**config.mk**
```make
export PLATFORM = sky130hd
export DESIGN_NAME = percent_decoder
export DESIGN_NICKNAME = d
export VERILOG_FILES = /design/src/rtl/pctd_pkg.sv /design/src/rtl/pctd_front.sv /design/src/rtl/pctd_queue.sv /design/src/rtl/pctd_back.sv /design/src/rtl/percent_decoder.sv
export SDC_FILE = /design/constraint.sdc
export NUM_CORES = 1
export LEC_CHECK = 0
export BUFFER_PORTS_ARGS = -buffer_cell sky130_fd_sc_hd__clkbuf_2
export CELL_PAD_IN_SITES_DETAIL_PLACEMENT = 1
export CELL_PAD_IN_SITES_GLOBAL_PLACEMENT = 2
export CORE_ASPECT_RATIO = 1.75
export CORE_MARGIN = 1.5
export CORE_UTILIZATION = 43
export CTS_BUF_LIST = sky130_fd_sc_hd__clkbuf_4 sky130_fd_sc_hd__clkbuf_8
export CTS_CLUSTER_SIZE = 30
export DETAILED_ROUTE_END_ITERATION = 10
export HOLD_SLACK_MARGIN = 0.1
export PLACE_DENSITY = 0.84
export SLEW_MARGIN = 10
export SYNTH_ARGS = -nofsm -noshare
export SYNTH_HDL_FRONTEND = slang
export SYNTH_HIERARCHICAL = 1
export SYNTH_SLANG_ARGS = --single-unit
```
**constraint.sdc**
```tcl
create_clock -name clock -period 6.2 [get_ports clock]
set_clock_uncertainty 0.2 [all_clocks]
set_input_delay 0.31 -clock clock [delete_from_list [all_inputs] [get_ports clock]]
set_output_delay 0.31 -clock clock [all_outputs]
set_load 0.01 [all_outputs]
```
**src/rtl/pctd_pkg.sv**
```systemverilog
// Shared types, constants and hex digit mapping for the percent decoder.
package pctd_pkg;

   localparam int QUEUE_DEPTH = 4;
   localparam int MAX_RESULTS = 3;

   localparam logic [7:0] PCT_CHAR = 8'h25;

   // held_count codes
   localparam logic [1:0] HELD_NONE = 2'd0;
   localparam logic [1:0] HELD_PCT  = 2'd1;
   localparam logic [1:0] HELD_PAIR = 2'd2;

   typedef logic [1:0] res_cnt_type;

   // One accepted input's worth of results.
   typedef struct packed {
      res_cnt_type                      num;
      logic [MAX_RESULTS-1:0][7:0]      data;
      logic                             last;
   } entry_type;

   function automatic logic [3:0] hex_value(input logic [7:0] c);
      logic [7:0] t;
      t = 8'h00;
      if (c >= 8'h30 && c <= 8'h39) begin
         t = c - 8'h30;
      end else if (c >= 8'h41 && c <= 8'h46) begin
         t = c - 8'h37;
      end else if (c >= 8'h61 && c <= 8'h66) begin
         t = c - 8'h57;
      end
      return t[3:0];
   endfunction

endpackage

```
**src/rtl/pctd_front.sv**
```systemverilog
// Front end: accepts input beats, tracks held escape bytes, builds result entries.
module pctd_front (
   input  logic                 clock,
   input  logic                 reset,
   input  logic                 req_valid,
   output logic                 req_stall,
   input  logic [7:0]           req_in_byte,
   input  logic                 req_in_last,
   input  logic                 q_full,
   output logic                 q_push,
   output pctd_pkg::entry_type  q_entry
);

   logic [1:0]  held_cnt_ff, held_cnt_in;
   logic [7:0]  held_dig_ff, held_dig_in;
   logic        accept;
   logic [1:0]  cnt;
   logic [7:0]  dig;
   logic [7:0]  v;
   logic [7:0]  sb;
   logic        pair;
   logic        rescan;
   logic        scan_en;
   pctd_pkg::res_cnt_type                      n;
   logic [pctd_pkg::MAX_RESULTS-1:0][7:0]      res;

   assign req_stall = q_full;
   assign accept    = req_valid && !q_full;

   always_comb begin
      cnt     = held_cnt_ff;
      dig     = held_dig_ff;
      n       = '0;
      res     = '0;
      sb      = 8'h00;
      scan_en = 1'b0;
      if (cnt == 2'd3) begin
         cnt = pctd_pkg::HELD_NONE;
      end
      pair   = (cnt == pctd_pkg::HELD_PAIR);
      v      = {pctd_pkg::hex_value(held_dig_ff), pctd_pkg::hex_value(req_in_byte)};
      rescan = pair && (v == 8'h00);
      if (pair) begin
         cnt = pctd_pkg::HELD_NONE;
         dig = 8'h00;
         res[n] = rescan ? pctd_pkg::PCT_CHAR : v;
         n = n + 2'd1;
      end
      // zero pair: held byte then new byte are scanned again
      for (int k = 0; k < 2; k++) begin
         if (k == 0) begin
            scan_en = rescan;
            sb      = held_dig_ff;
         end else begin
            scan_en = rescan || !pair;
            sb      = req_in_byte;
         end
         if (scan_en) begin
            if (cnt == pctd_pkg::HELD_PCT) begin
               dig = sb;
               cnt = pctd_pkg::HELD_PAIR;
            end else if (sb == pctd_pkg::PCT_CHAR) begin
               cnt = pctd_pkg::HELD_PCT;
            end else if (n != 2'd3) begin
               res[n] = sb;
               n = n + 2'd1;
            end
         end
      end
      if (req_in_last) begin
         if (cnt != pctd_pkg::HELD_NONE && n != 2'd3) begin
            res[n] = pctd_pkg::PCT_CHAR;
            n = n + 2'd1;
         end
         if (cnt == pctd_pkg::HELD_PAIR && n != 2'd3) begin
            res[n] = dig;
            n = n + 2'd1;
         end
         cnt = pctd_pkg::HELD_NONE;
         dig = 8'h00;
      end
   end

   assign held_cnt_in = accept ? cnt : held_cnt_ff;
   assign held_dig_in = accept ? dig : held_dig_ff;

   always_ff @(posedge clock) begin
      if (reset) begin
         held_cnt_ff <= pctd_pkg::HELD_NONE;
         held_dig_ff <= 8'h00;
      end else begin
         held_cnt_ff <= held_cnt_in;
         held_dig_ff <= held_dig_in;
      end
   end

   assign q_push       = accept && (n != 2'd0);
   assign q_entry.num  = n;
   assign q_entry.data = res;
   assign q_entry.last = req_in_last;

   a_held_code: assert property (@(posedge clock) disable iff (reset)
      held_cnt_ff != 2'd3)
      else $error("held count reached unused code");

   a_last_emits: assert property (@(posedge clock) disable iff (reset)
      (accept && req_in_last) |-> q_push)
      else $error("last beat produced no entry");

endmodule

```
**src/rtl/pctd_queue.sv**
```systemverilog
// Short entry queue between front end and output serializer.
module pctd_queue #(
   parameter int DEPTH = pctd_pkg::QUEUE_DEPTH
) (
   input  logic                 clock,
   input  logic                 reset,
   input  logic                 push,
   input  pctd_pkg::entry_type  push_entry,
   input  logic                 pop,
   output pctd_pkg::entry_type  pop_entry,
   output logic                 full,
   output logic                 empty
);

   localparam int PTR_W = (DEPTH > 1) ? $clog2(DEPTH) : 1;
   localparam int CNT_W = $clog2(DEPTH + 1);

   pctd_pkg::entry_type        mem_ff [DEPTH];
   logic [PTR_W-1:0]           wr_ptr_ff, wr_ptr_in;
   logic [PTR_W-1:0]           rd_ptr_ff, rd_ptr_in;
   logic [CNT_W-1:0]           cnt_ff, cnt_in;
   logic                       do_push;
   logic                       do_pop;

   assign full    = (cnt_ff == CNT_W'(DEPTH));
   assign empty   = (cnt_ff == '0);
   assign do_push = push && !full;
   assign do_pop  = pop && !empty;

   assign pop_entry = mem_ff[rd_ptr_ff];

   always_comb begin
      wr_ptr_in = wr_ptr_ff;
      rd_ptr_in = rd_ptr_ff;
      cnt_in    = cnt_ff;
      if (do_push) begin
         wr_ptr_in = (wr_ptr_ff == PTR_W'(DEPTH - 1)) ? '0 : wr_ptr_ff + PTR_W'(1);
      end
      if (do_pop) begin
         rd_ptr_in = (rd_ptr_ff == PTR_W'(DEPTH - 1)) ? '0 : rd_ptr_ff + PTR_W'(1);
      end
      if (do_push && !do_pop) begin
         cnt_in = cnt_ff + CNT_W'(1);
      end else if (do_pop && !do_push) begin
         cnt_in = cnt_ff - CNT_W'(1);
      end
   end

   always_ff @(posedge clock) begin
      if (reset) begin
         wr_ptr_ff <= '0;
         rd_ptr_ff <= '0;
         cnt_ff    <= '0;
      end else begin
         wr_ptr_ff <= wr_ptr_in;
         rd_ptr_ff <= rd_ptr_in;
         cnt_ff    <= cnt_in;
      end
   end

   always_ff @(posedge clock) begin
      if (do_push) begin
         mem_ff[wr_ptr_ff] <= push_entry;
      end
   end

   a_cnt_bound: assert property (@(posedge clock) disable iff (reset)
      cnt_ff <= CNT_W'(DEPTH))
      else $error("queue count overflow");

   a_cnt_track: assert property (@(posedge clock) disable iff (reset)
      (do_push && !do_pop) |=> (cnt_ff == $past(cnt_ff) + CNT_W'(1)))
      else $error("queue count did not follow push");

endmodule

```
**src/rtl/pctd_back.sv**
```systemverilog
// Back end: serializes queued entries into single output beats.
module pctd_back (
   input  logic                 clock,
   input  logic                 reset,
   input  logic                 q_empty,
   input  pctd_pkg::entry_type  q_entry,
   output logic                 q_pop,
   output logic                 rsp_valid,
   input  logic                 rsp_stall,
   output logic [7:0]           rsp_out_byte,
   output logic                 rsp_out_last
);

   pctd_pkg::entry_type        ent_ff, ent_in;
   logic                       ent_vld_ff, ent_vld_in;
   pctd_pkg::res_cnt_type      idx_ff, idx_in;
   logic                       rsp_valid_ff, rsp_valid_in;
   logic [7:0]                 byte_ff, byte_in;
   logic                       last_ff, last_in;
   logic                       out_free;
   logic                       send;
   logic                       last_idx;
   logic                       ent_done;

   assign out_free = !rsp_valid_ff || !rsp_stall;
   assign send     = out_free && ent_vld_ff;
   assign last_idx = (idx_ff == ent_ff.num - 2'd1);
   assign ent_done = send && last_idx;
   assign q_pop    = !q_empty && (!ent_vld_ff || ent_done);

   always_comb begin
      ent_in     = ent_ff;
      ent_vld_in = ent_vld_ff;
      idx_in     = idx_ff;
      if (q_pop) begin
         ent_in     = q_entry;
         ent_vld_in = 1'b1;
         idx_in     = '0;
      end else if (ent_done) begin
         ent_vld_in = 1'b0;
      end else if (send) begin
         idx_in = idx_ff + 2'd1;
      end
   end

   always_comb begin
      rsp_valid_in = rsp_valid_ff;
      byte_in      = byte_ff;
      last_in      = last_ff;
      if (out_free) begin
         rsp_valid_in = ent_vld_ff;
      end
      if (send) begin
         byte_in = ent_ff.data[idx_ff];
         last_in = ent_ff.last && last_idx;
      end
   end

   always_ff @(posedge clock) begin
      if (reset) begin
         ent_vld_ff   <= 1'b0;
         rsp_valid_ff <= 1'b0;
         idx_ff       <= '0;
      end else begin
         ent_vld_ff   <= ent_vld_in;
         rsp_valid_ff <= rsp_valid_in;
         idx_ff       <= idx_in;
      end
   end

   always_ff @(posedge clock) begin
      ent_ff  <= ent_in;
      byte_ff <= byte_in;
      last_ff <= last_in;
   end

   assign rsp_valid    = rsp_valid_ff;
   assign rsp_out_byte = byte_ff;
   assign rsp_out_last = last_ff;

   a_ent_nonempty: assert property (@(posedge clock) disable iff (reset)
      ent_vld_ff |-> (ent_ff.num != 2'd0 && idx_ff < ent_ff.num))
      else $error("held entry has no byte at current index");

endmodule

```
**src/rtl/percent_decoder.sv**
```systemverilog
// Top level of the lenient percent decoder: front end, entry queue, serializer.
//
//   channel  | valid      | stall      | beat fields
//   ---------+------------+------------+------------------------------
//   input    | req_valid  | req_stall  | req_in_byte, req_in_last
//   output   | rsp_valid  | rsp_stall  | rsp_out_byte, rsp_out_last
//
// One input beat per cycle while req_stall is low; each yields zero to three output beats in order.
// Output rate is one beat per cycle while rsp_stall is low, set by the serializer's single output register.
// A result passes through the queue, the serializer's entry register and its output register.
// req_stall rises only when the QUEUE_DEPTH-entry queue is full.
// Synchronous active-high reset clears held bytes, queue and output valid.
module percent_decoder #(
   parameter int QUEUE_DEPTH = pctd_pkg::QUEUE_DEPTH
) (
   input  logic        clock,
   input  logic        reset,
   input  logic        req_valid,
   output logic        req_stall,
   input  logic [7:0]  req_in_byte,
   input  logic        req_in_last,
   output logic        rsp_valid,
   input  logic        rsp_stall,
   output logic [7:0]  rsp_out_byte,
   output logic        rsp_out_last
);

   logic                 q_push;
   logic                 q_pop;
   logic                 q_full;
   logic                 q_empty;
   pctd_pkg::entry_type  push_entry;
   pctd_pkg::entry_type  pop_entry;

   pctd_front u_front (
      .clock       (clock),
      .reset       (reset),
      .req_valid   (req_valid),
      .req_stall   (req_stall),
      .req_in_byte (req_in_byte),
      .req_in_last (req_in_last),
      .q_full      (q_full),
      .q_push      (q_push),
      .q_entry     (push_entry)
   );

   pctd_queue #(
      .DEPTH (QUEUE_DEPTH)
   ) u_queue (
      .clock      (clock),
      .reset      (reset),
      .push       (q_push),
      .push_entry (push_entry),
      .pop        (q_pop),
      .pop_entry  (pop_entry),
      .full       (q_full),
      .empty      (q_empty)
   );

   pctd_back u_back (
      .clock        (clock),
      .reset        (reset),
      .q_empty      (q_empty),
      .q_entry      (pop_entry),
      .q_pop        (q_pop),
      .rsp_valid    (rsp_valid),
      .rsp_stall    (rsp_stall),
      .rsp_out_byte (rsp_out_byte),
      .rsp_out_last (rsp_out_last)
   );

endmodule

```
Word-level counts from Yosys, hierarchy flattened
Memories as Yosys holds them, arrays and structs flattened. A register that Yosys moved wholly into a read port is not among the register bits.
Cells that the tools add are included.
{ "word_totals": {"regBits": 30, "latch_bits": 0, "ramBits": 108, "rom_bits": 0, "out_inout_bits": 11, "wordCells": 178, "memories": 1} }
{ "classes": {"add_sub_neg": 16, "n_mul": 0, "n_div": 0, "order_cmp": 21, "n_eq_ne": 15, "shift": 0, "muxes": 69, "bitwise_logic": 4, "reduce_logical": 42} }
{ "mem_list": {"columns": ["name", "words", "width", "read_ports", "rd_ports_with_merged_regs", "write_ports", "line_no", "source"], "rows": [
  ["u_queue.mem_ff", 4, 27, 1, 1, 1, "pctd_queue.sv:18", "pctd_pkg::entry_type mem_ff [DEPTH];"]
]} }
{ "ops": {"columns": ["cell", "count"], "rows": [
  ["$mux W24", 12],
  ["$mux W8", 13],
  ["$bwmux W24", 3],
  ["$demux W8 S2", 4],
  ["$mux W2", 23],
  ["$ge A8 B7 Y1 const B", 4],
  ["$le A8 B7 Y1 const B", 4],
  ["$mux W4", 6],
  ["$logic_and A1 B1 Y1", 23],
  ["$bmux W8 S2", 1],
  ["$eq A8 B6 Y1 const B", 2],
  ["$ge A8 B6 Y1 const B", 2],
  ["$le A8 B6 Y1 const B", 2],
  ["$sub A4 B3 Y4 const B", 4],
  ["$and A15 B15 Y15", 1],
  ["$not A15 Y15", 1],
  ["$add A2 B1 Y2 const B", 6],
  ["$lt A2 B3 Y1 const B", 4],
  ["$eq A2 B2 Y1 const B", 5],
  ["$or A9 B9 Y9", 1],
  ["$logic_not A1 Y1", 8],
  ["$logic_not A8 Y1", 1],
  ["$reduce_bool A2 Y1", 4],
  ["$sub A4 B1 Y4 const B", 2],
  ["other kinds (19)", 31]
]} }

Longest topological paths before layout
{ "depth": {"ltp_word": 29, "depth_mapped": 28, "mapped_depth_nobuf": 27} }

By module
The synthesis kept the hierarchy.
{ "by_module_without_submodules": {"columns": ["mod", "instances", "cells_each", "area_per_inst_um2", "seq_area_each_um2"], "rows": [
  ["pctd_queue", 1, 191, 4399.2, 3423.3],
  ["pctd_front", 1, 231, 1744.2, 200.2],
  ["pctd_back", 1, 96, 1550.2, 1161.1]
]} }

Worst setup path before layout
No wires, ideal clock.
{ "synth_timing": {"kind": "reg-to-reg", "startpoint": "register u_front.held_dig_ff[2]", "endpoint": "register u_queue.cnt_ff[2]", "arrival_time_ps": 6112, "required_ps": 5930, "slack_ps": -182, "stages_incl_launch_ff": 27, "path_buffers": 1, "synth_period_minus_slack_ps": 6382, "path_cell_list": "dfxtp_1 -> clkbuf_1 -> nor4b_1 -> and3_1 -> inv_1 -> ha_1 -> nor2b_1 -> and3_1 -> o21ai_0 -> a21o_1 -> o21a_1 -> ha_1 -> a31oi_1 -> a21boi_1 -> xor2_1 -> ha_1 -> nand2b_1 -> or3b_2 -> a311oi_1 -> bufinv_8 -> nor2_2 -> ha_1 -> inv_1 -> fa_1 -> xor2_1 -> or3_1 -> a21oi_1"} }
{ "synth_via": {"elab_chain_len": 27} }
{ "synth_lines": {"columns": ["element", "line_no", "source"], "rows": [
  ["start: declaration", "pctd_front.sv:15", "logic [7:0] held_dig_ff, held_dig_in;"],
  ["start signal: assignment", "pctd_front.sv:93", "held_dig_ff <= held_dig_in;"],
  ["branches (longest 20 deep; another with $ge A8 B7 Y1)", null, null],
  ["$mux W2 (*)", "pctd_front.sv:70", "if (req_in_last) begin"],
  ["$reduce_bool A2 Y1 (*)", "pctd_front.sv:97", "assign q_push = accept && (n != 2'd0);"],
  ["$logic_and A1 B1 Y1 (*)", "pctd_front.sv:97", null],
  ["net q_push", "percent_decoder.sv:28", "logic q_push;"],
  ["$logic_and A1 B1 Y1 (*)", "pctd_queue.sv:27", "assign do_push = push && !full;"],
  ["net u_queue.do_push", "pctd_queue.sv:22", "logic do_push;"],
  ["$logic_not A1 Y1", "pctd_queue.sv:44", "end else if (do_pop && !do_push) begin"],
  ["$logic_and A1 B1 Y1", "pctd_queue.sv:44", null],
  ["$reduce_bool A2 Y1 (no source line)", null, null],
  ["end signal: assignment", "pctd_queue.sv:57", "cnt_ff <= cnt_in;"],
  ["end: declaration", "pctd_queue.sv:21", "logic [CNT_W-1:0] cnt_ff, cnt_in;"]
]} }
Mark *: on every way through the listed nets, which the timed path passes. The select of a mux whose other input is x is not followed.
A chain may end at the register's enable or synchronous reset.

Final worst setup path
{ "layout_timing": {"startpoint": "input req_in_byte[3]", "endpoint": "register u_queue.cnt_ff[2]"} }
{ "layout_via": {"elab_chain_len": 27} }
{ "layout_lines": {"columns": ["element", "line_no", "source"], "rows": [
  ["start: declaration", "percent_decoder.sv:20", "input logic [7:0] req_in_byte,"],
  ["branches (longest 20 deep; another with $ge A8 B7 Y1)", null, null],
  ["$mux W2 (*)", "pctd_front.sv:70", null],
  ["$reduce_bool A2 Y1 (*)", "pctd_front.sv:97", null],
  ["$logic_and A1 B1 Y1 (*)", "pctd_front.sv:97", null],
  ["net q_push", "percent_decoder.sv:28", null],
  ["$logic_and A1 B1 Y1 (*)", "pctd_queue.sv:27", null],
  ["net u_queue.do_push", "pctd_queue.sv:22", null],
  ["$logic_not A1 Y1", "pctd_queue.sv:44", null],
  ["$logic_and A1 B1 Y1", "pctd_queue.sv:44", null],
  ["$reduce_bool A2 Y1 (no source line)", null, null]
]} }
Marks and branches as above.

==> key figures <==
Global routing
  • First-pass GRT wire length: 28520 um
  • Total gr overflow: 0
  • GRT Overall Usage: 0.2003
  • Antenna violations before repair: 0
  • Number of global-route vias before repair: 5344
  • Pin count of the biggest net entering global routing: 31

STA
  • Fmax: 167.7 MHz
  • Fin. Hold Viols: 0
  • Fin. max-slew vios: 0
  • Final min period: 5.964 ns
  • Setup_tns: 0 ns
  • Period utilisation layout: 0.9619
  • Slew headroom: 0.3384
  • Least-Margin Pin Slew: 0.9924 ns
  • Final Setup Violations: 0

Power and ir drop
  • Sequential share of power: 0.550
  • Switching pwr: 0.8558 mW
  • Clock power share: 0.238
  • Switching share of power: 0.2812
  • Int Pwr: 2.188 mW
  • Peak supply drop: 0.1464 mV
  • Static leakage: 3.109 nW
  • Power density cells: 347.0 nW/um^2
  • Comb power frac: 0.212

Floorplan
  • # IOs: 24
  • # rows: 64
  • Die Y: 180.0 um
  • Starting Density: 0.4387
  • Die X: 104.1 um
  • Die area: 18740 sq um
  • Core ar.: 17540 sq um

Hold path
  • Worst hold stages: 5
  • Hold_sp: rsp_stall
  • Hold Path End: u_back/rsp_valid$_SDFFE_PP0N_
  • HP Class: input port to flop

Detailed routing
  • DRC: 0
  • Drt wl/cell: 21.98 um
  • Routed vias: 4704
  • DR vias/cell: 5.737
  • Iteration-0 DRC Markers: 216
  • DRT Pass-1 Iters: 4
  • Antenna Nets Post-Route: 0
  • Final WL: 18020 um

Clock network
  • Clk sinks: 167
  • Clock-pin slew on the worst setup and hold paths: 0.08 ns
  • H-tree Lvls: 4
  • CTS Buf Count: 17
  • Clock Tree Root: clkbuf_8
  • Clk Latency, worst-skew pair: 0.44 ns
  • Max Root-Sink Buffers: 2
  • CTS tree: done

Cells and area
  • Layout Nets: 611
  • ANT cells: 0
  • Most common cell after layout, fill and taps aside: edfxtp_1
  • Layout cell share with drive strength beyond 1: 0.2767
  • Commonest non-fill, non-tap cells in the layout: edfxtp_1 (144), buf_4 (38), mux4_2 (27)
  • Core Util, Final: 0.5002
  • Area Growth Syn to Fin: 14.02%

Worst setup path
  • CP Launch Type: input port
  • Critical-path maximum fanout: 10
  • Crit path arrival time: 6.12 ns
  • Crit path kind: input port to flop
  • CP peak stage delay: 0.55 ns
  • Slowest library cell on the worst path: dlygate4sd3_1
  • Crit path required time: 6.36 ns
  • FF-to-FF setup slack: 0.32 ns
  • CP endpoint kind: flop
  • Number of cells on the worst reg-to-reg path: 26
  • Worst r2r src: u_front/held_dig_ff[2]$_SDFFE_PP0P_
  • FF-to-FF End: u_queue/cnt_ff[2]$_SDFFE_PP0P_

Yosys
  • Ys async rst share: 0
  • YS warnings: 6
  • Seq/Total Area, Yosys: 0.6219
  • Mapped Nets: 553
  • FF+latch count, synth: 167
  • Mapped cell area: 7694 sq um
  • Ys flop type: edfxtp_1
  • Count of different cell masters after synthesis: 81
  • Avg Inst Size Synth: 14.85 sq um
  • Mapped Cells: 518
  • Post-synth EDFFs: 144

Run
  • Max Cap Viol: 0

Placement
  • Final HPWL DP: 13190 um
  • IO buf count: 23
  • Final GP Congestion: 0.9069

Outcome
  • Outcome: completed
state kept, by name, indices dropped and copies added, names as in the netlist, 2 cells and up, named ones only:
signal	count
u_front/held_dig_ff	8
u_queue/mem_ff	108
u_front/held_cnt_ff	2
u_back/rsp_out_byte	8
u_back/idx_ff	2
u_queue/rd_ptr_ff	2
u_queue/cnt_ff	3
u_back/ent_ff	27
u_queue/wr_ptr_ff	2
logic make-up after synthesis:
logic type | after synthesis | synth area share
flops | 167 | 0.6219
buf+inv | 50 | 0.03659
compound gates | 110 | 0.1083
mux | 40 | 0.09595
xor+xnor | 6 | 0.006830
simple gates | 123 | 0.09367
fa+ha+maj | 22 | 0.03675
worst max-delay path: cells and delay by family:
family          cells  cell delay (ns)
simple gates        7             1.88
compound gates      8             1.32
buf+inv             7             1.46
fa+ha+maj           4             0.99
xor+xnor            1             0.16
cell usage after synthesis (6+ instances only):
| library cell | n | share of area |
|---|---|---|
| nand2b_1 | 6 | 0.0049 |
| nor3_1 | 7 | 0.0046 |
| clkbuf_1 | 11 | 0.0054 |
| a21o_1 | 9 | 0.0088 |
| mux2i_1 | 13 | 0.017 |
| nor2_1 | 21 | 0.010 |
| dfxtp_1 | 23 | 0.060 |
| inv_1 | 19 | 0.0093 |
| a21oi_1 | 17 | 0.011 |
| o21ai_0 | 15 | 0.0098 |
| nand2_1 | 25 | 0.012 |
| and3_1 | 11 | 0.0089 |
| edfxtp_1 | 144 | 0.56 |
| mux4_2 | 27 | 0.079 |
| a22o_1 | 15 | 0.017 |
| and2_1 | 6 | 0.0049 |
| ha_1 | 21 | 0.034 |
| nor2b_1 | 10 | 0.0081 |
power by group through the flow:
stage | logic [mW] | clock network [mW] | registers, mW
after detailed placement | 0.649 | 0 | 1.71
after global placement | 0.607 | 0 | 1.69
final | 0.644 | 0.724 | 1.68
after CTS | 0.654 | 0.746 | 1.69
after global routing | 0.703 | 0.780 | 1.71
after floorplan | 0.520 | 0 | 1.62
cell type report:
cell class,count,area [sq um]
Multi-Input combinational cell,301,2768
Fill cell,1700,8765
Clock buffer,24,292.8
Sequential cell,167,4788
Inverter,23,105.1
Clock inverter,8,77.57
Timing Repair Buffer,66,451.7
Tap cell,231,289.0
per-stage QoR:
step / worst slack [ns] / std cells / power (mW) / hold WS, ns / cell area (sq um)
floorplan: 0.04936 / 518 / 2.144 / 0.1791 / 7704
global placement: 0.1411 / 783 / 2.292 / 0.2680 / 8227
detailed placement: -0.1957 / 783 / 2.360 / 0.3019 / 8227
CTS: 0.04719 / 819 / 3.086 / 0.1069 / 8670
global route: -0.001881 / 820 / 3.198 / 0.1373 / 8772
finish: 0.2361 / 820 / 3.044 / 0.1350 / 8772
timing repair:
action	CTS	global route
buffers inserted	0	1
gates resized for setup	8	20
hold buffers	4	0
endpoints found under the hold margin	4	0
setup endpoints to repair	1	2
pin swaps	0	6
worst max-delay path by stage:
stage | end | startpoint | slack, ns
after floorplan | u_queue/cnt_ff[2]$_SDFFE_PP0P_ | u_front/held_dig_ff[1]$_SDFFE_PP0P_ | 0.05
after global placement | u_queue/cnt_ff[2]$_SDFFE_PP0P_ | u_front/held_dig_ff[1]$_SDFFE_PP0P_ | 0.14
after detailed placement | u_queue/cnt_ff[2]$_SDFFE_PP0P_ | req_in_byte[1] | -0.20
after CTS | u_queue/cnt_ff[2]$_SDFFE_PP0P_ | req_in_byte[4] | 0.05
after global routing | u_queue/cnt_ff[2]$_SDFFE_PP0P_ | u_front/held_dig_ff[0]$_SDFFE_PP0P_ | -0.002
final | u_queue/cnt_ff[2]$_SDFFE_PP0P_ | req_in_byte[3] | 0.24
metal layers:
metal / track usage / share of wire / wire (um)
met4: 0.1200 / 0.048 / 872
met3: 0.03517 / 0.028 / 497
met5: 0 / 0 / 0
met2: 0.3751 / 0.56 / 10110
met1: 0.2042 / 0.36 / 6538
(Power assumes the default switching activity.)
